==> config.mk <==
export PLATFORM = sky130hd
export DESIGN_NAME = arq_ram
export DESIGN_NICKNAME = d
export VERILOG_FILES = /design/src/sv/arq_ram.sv
export SDC_FILE = /design/constraint.sdc
export NUM_CORES = 2
export LEC_CHECK = 0
export ABC_AREA = 0
export BUFFER_PORTS_ARGS = -buffer_cell sky130_fd_sc_hd__buf_2
export CORE_MARGIN = 3
export CORE_UTILIZATION = 40
export DETAILED_ROUTE_END_ITERATION = 10
export HOLD_SLACK_MARGIN = 0.02
export MAX_ROUTING_LAYER = met4
export PLACE_DENSITY = 0.55
export SLEW_MARGIN = 30
export SYNTH_ARGS = -nofsm -noshare
export SYNTH_HDL_FRONTEND = slang
export SYNTH_SLANG_ARGS = --single-unit
==> constraint.sdc <==
create_clock -name clk -period 2.8 [get_ports clk]
set_clock_uncertainty 0.15 [all_clocks]
set_input_delay 0.14 -clock clk [delete_from_list [all_inputs] [get_ports clk]]
set_output_delay 0.14 -clock clk [all_outputs]
set_load 0.01 [all_outputs]
==> src/sv/arq_ram.sv <==
// simple dual-port memory: one write port, one registered read port
// no dependencies; used for the queue storage and the slice table
module arq_ram #(
    parameter int DEPTH = 256,
    parameter int WIDTH = 8
) (
    input  logic                     clk,
    input  logic                     wr_en,
    input  logic [$clog2(DEPTH)-1:0] wr_addr,
    input  logic [WIDTH-1:0]         wr_data,
    input  logic [$clog2(DEPTH)-1:0] rd_addr,
    output logic [WIDTH-1:0]         rd_data
);

    logic [WIDTH-1:0] mem [DEPTH];

    // write port
    always_ff @(posedge clk) begin
        if (wr_en) begin
            mem[wr_addr] <= wr_data;
        end
    end

    // registered read port
    always_ff @(posedge clk) begin
        rd_data <= mem[rd_addr];
    end

endmodule

==> results.yml <==
synth:
  synth_simple_gate_area_share_pct: 2.63
  synth_fa_ha_area_share_pct: 0
  ys.flop_type: "edfxtp_1"
  synth_seq_cells: 2056
  ys_warn_count: 0
  synth_area_leaders: "edfxtp_1 (77%), mux4_2 (13%), mux2i_1 (1.7%), nor2_1 (1.3%), a22oi_1 (1.3%)"
  ys_seq_area_share_pct: 77.5
  yosys.area.top_type_share_pct: 77.3
  ys_types: 55
  yosysTopAreaCell: "edfxtp_1"
  synth-compound-area-share_pct: 3.42
  synthCells: 3733
  synthesis.area_um2: 79600
  synthMuxAreaShare_pct: 14.6
  synth_top_family_by_area: "multiplexers"
  postSynth.asyncResetShare_pct: 0
  synth_nets: 3759
  avgSynthCellArea_um2: 21.3
  synth_edf_count: 2048
  synth-xor-area-share_pct: 0
sta:
  setup_viol: 0
  fmaxAchievable_ghz: 0.364
  relSlewSlack_pct: 41.9
  period_share_pct: 98.1
  setup_slack_ps: 52.8
  slew_viol_final: 0
  period_minus_slack_ps: 2750
  worst_slew_pin_slew_ps: 872
  rsz0062_at_grt: "false"
  finalHoldViolCount: 0
layout:
  layout.cells.non_filler: 7175
  syn_to_final_growth_pct: 18.1
  nNetsFinal: 4391
  layout-drive-gt1-share_pct: 30.9
grt:
  grtUsageTotal_pct: 21.4
  use_met3_pct: 3.27
  grt.met2_usage_pct: 33.1
  grt_max_degree: 91
  top_usage_layer: "met2"
  grtUsageMet1_pct: 30.1
  grt_pass1_vias: 41000
  grt_pass1_wl_um: 306000
  overflow: 0
  antenna_found_initial: 9
run_status:
  status: "finished, final reports clean"
placed_design:
  gp_congestion: 0.827
  place.detailed.hpwl_um: 137000
  port_buffers: 33
  pre_cts_ws_ps: -725
  dp_cells: 6781
floorplanning:
  ioPinCount: 34
  initial_core_util_pct: 40.3
  core_um2: 198000
  die_w_um: 452
  rows: 163
  die_area_um2: 204000
  die_height_um: 452
detailed_routing:
  routed_wl_um: 212000
  drt_iter0_drc: 4667
  drt_first_pass_iters: 6
  dr_total_vias: 40300
  wl_per_cell_um: 29.5
  drc: 0
  drtAntennaViolNets: 0
  via_per_inst: 5.61
clock_network:
  cts_max_level: 4
  clk-insertion-delay-late_ps: 850
  clockBufferDepth: 3
  numCtsBuffers: 203
  clock_sink_count: 2056
  postCtsSetupBuffers: 0
  cts-root-buf: "clkbuf_16"
  cts_tree: "yes"
  clkTransAtPathRegs_ps: 60
power:
  leakagePower_nw: 30.1
  ir_worst_vdd_v: 0.000574
  power_frac_comb_pct: 5.5
  power.density_nw_per_um2: 683
  pwr-share-seq_pct: 53.0
  switching_share_pct: 21.7
  p_sw_mw: 13.9
  p_clk_share_pct: 41.5
  p_total_mw: 64.1
  p_int_mw: 50.2
setup_path:
  critical_path_class: "reg -> reg"
  rr_endpoint: "rd_data[0]"
  end_kind: "flip-flop"
  worstRegToRegCells: 6
  slowest_stage: "nor4_1"
  cp-endpoint: "rd_data[0]"
  start_kind: "flip-flop"
  r2r_start: "mem[208][0]"
  arrival_ps: 3340
  cp_max_fo: 1
  cp.required_ps: 3390
  cp-startpoint: "mem[208][0]"
  reg2reg_slack_ps: 50
  cpPeakStageDelay_ps: 760
  worstPathCellList: "mux4_2 > a22oi_1 > a21oi_1 > nor4_1 > buf_4 > nor4_2"
job:
  max_cap_violations: 0
hold_path:
  hp-class: "in -> reg"
[sequential cells by signal (all words and copies together) (netlist names)]
register and count:
mem 2048, rd_data 8
[power by group through the flow]
stage | Sequential (mW) | Combinational, mW | Clock (mW)
2_1_floorplan | 34.6 | 1.65 | 0
4_1_cts | 34.0 | 3.60 | 27.1
3_3_place_gp | 34.6 | 3.53 | 0
6_report | 34.0 | 3.55 | 26.6
5_1_grt | 34.0 | 3.75 | 28.4
3_5_place_dp | 34.6 | 3.57 | 0
[cells by family (layout without fill, tap and decap cells)]
family	count (synthesis)	after routing
flip-flops	2056	2056
multiplexers	591	591
AND/OR/NAND/NOR	466	466
AO/OA/AOI/OAI	385	385
buffers and inverters	235	1035
other	0	2
[how the worst min path moves through the flow]
stage	cells after the start	endpoint	from
after detailed placement	1	rd_data[5]	rd_data[5]
after global routing	5	mem[224][4]	wr_en
after floorplan	0	mem[0][0]	wr_data[0]
after CTS	5	mem[208][6]	wr_en
after global placement	1	mem[80][6]	wr_data[6]
final	5	mem[208][3]	wr_en
[critical path: cells and delay by family (launching register included)]
kind                   cells  cell delay (ps)
AND/OR/NAND/NOR            2              800
AO/OA/AOI/OAI              2              640
multiplexers               1              470
flip-flops                 1              370
buffers and inverters      1              230
[metal layers]
layer | share of wire [%] | vias up
li1 | - | 17000
met1 | 44 | 21700
met2 | 48 | 1344
met3 | 5.9 | 248
met4 | 2.3 | 0
met5 | 0 | -
[through the flow]
stage / cell area, um^2 / TNS [ps] / hold slack [ps] / utilization [%]
2_1_floorplan: 79600 / 0 / 88.9 / -
3_3_place_gp: 87200 / -5100 / 470 / 44.1
3_5_place_dp: 87200 / -4580 / 509 / 44.1
4_1_cts: 93900 / 0 / 50.7 / 47.5
5_1_grt: 93900 / 0 / 112 / 47.5
6_report: 93900 / 0 / 139 / 47.5
[layout make-up]
class	count	area, um^2
fill	16300	104000
sequential	2056	61700
multi-input combinational	1442	16600
timing repair buffer	660	5950
clock buffer	254	5300
tap	2640	3300
clock inverter	119	1140
inverter	2	7.51
antenna	2	5.00
[layout by cell type (no fill, tap or decap), types with 20 or more instances in the layout]
master,netlist,routed
a21oi_1,96,96
a22oi_1,133,133
buf_12,8,74
buf_2,31,21
buf_4,27,536
clkbuf_1,111,48
clkbuf_16,0,203
clkinv_1,1,52
clkinv_2,0,32
edfxtp_1,2048,2048
mux2i_1,134,134
mux4_2,454,454
nand2_1,33,33
nand3_1,34,31
nor2_1,282,279
nor2b_1,31,28
nor3_1,22,20
o221ai_1,46,46
o22ai_1,28,28
[cells in the mapped netlist (31+ instances only)]
cell type,instances
a21oi_1,96
nand3_1,34
nor2b_1,31
o221ai_1,46
mux4_2,454
nor2_1,282
buf_2,31
edfxtp_1,2048
nand2_1,33
a22oi_1,133
clkbuf_1,111
mux2i_1,134
[what timing repair did]
action / in CTS / in global routing
pin swaps: 0 / 1
resized for setup: 1 / 3
hold buffers: 19 / 0
hold endpoints to repair: 2451 / 0
endpoints found under the setup margin: 1 / 3
gates cloned: 0 / 0
No activity file was read; power rests on OpenSTA's default activity.
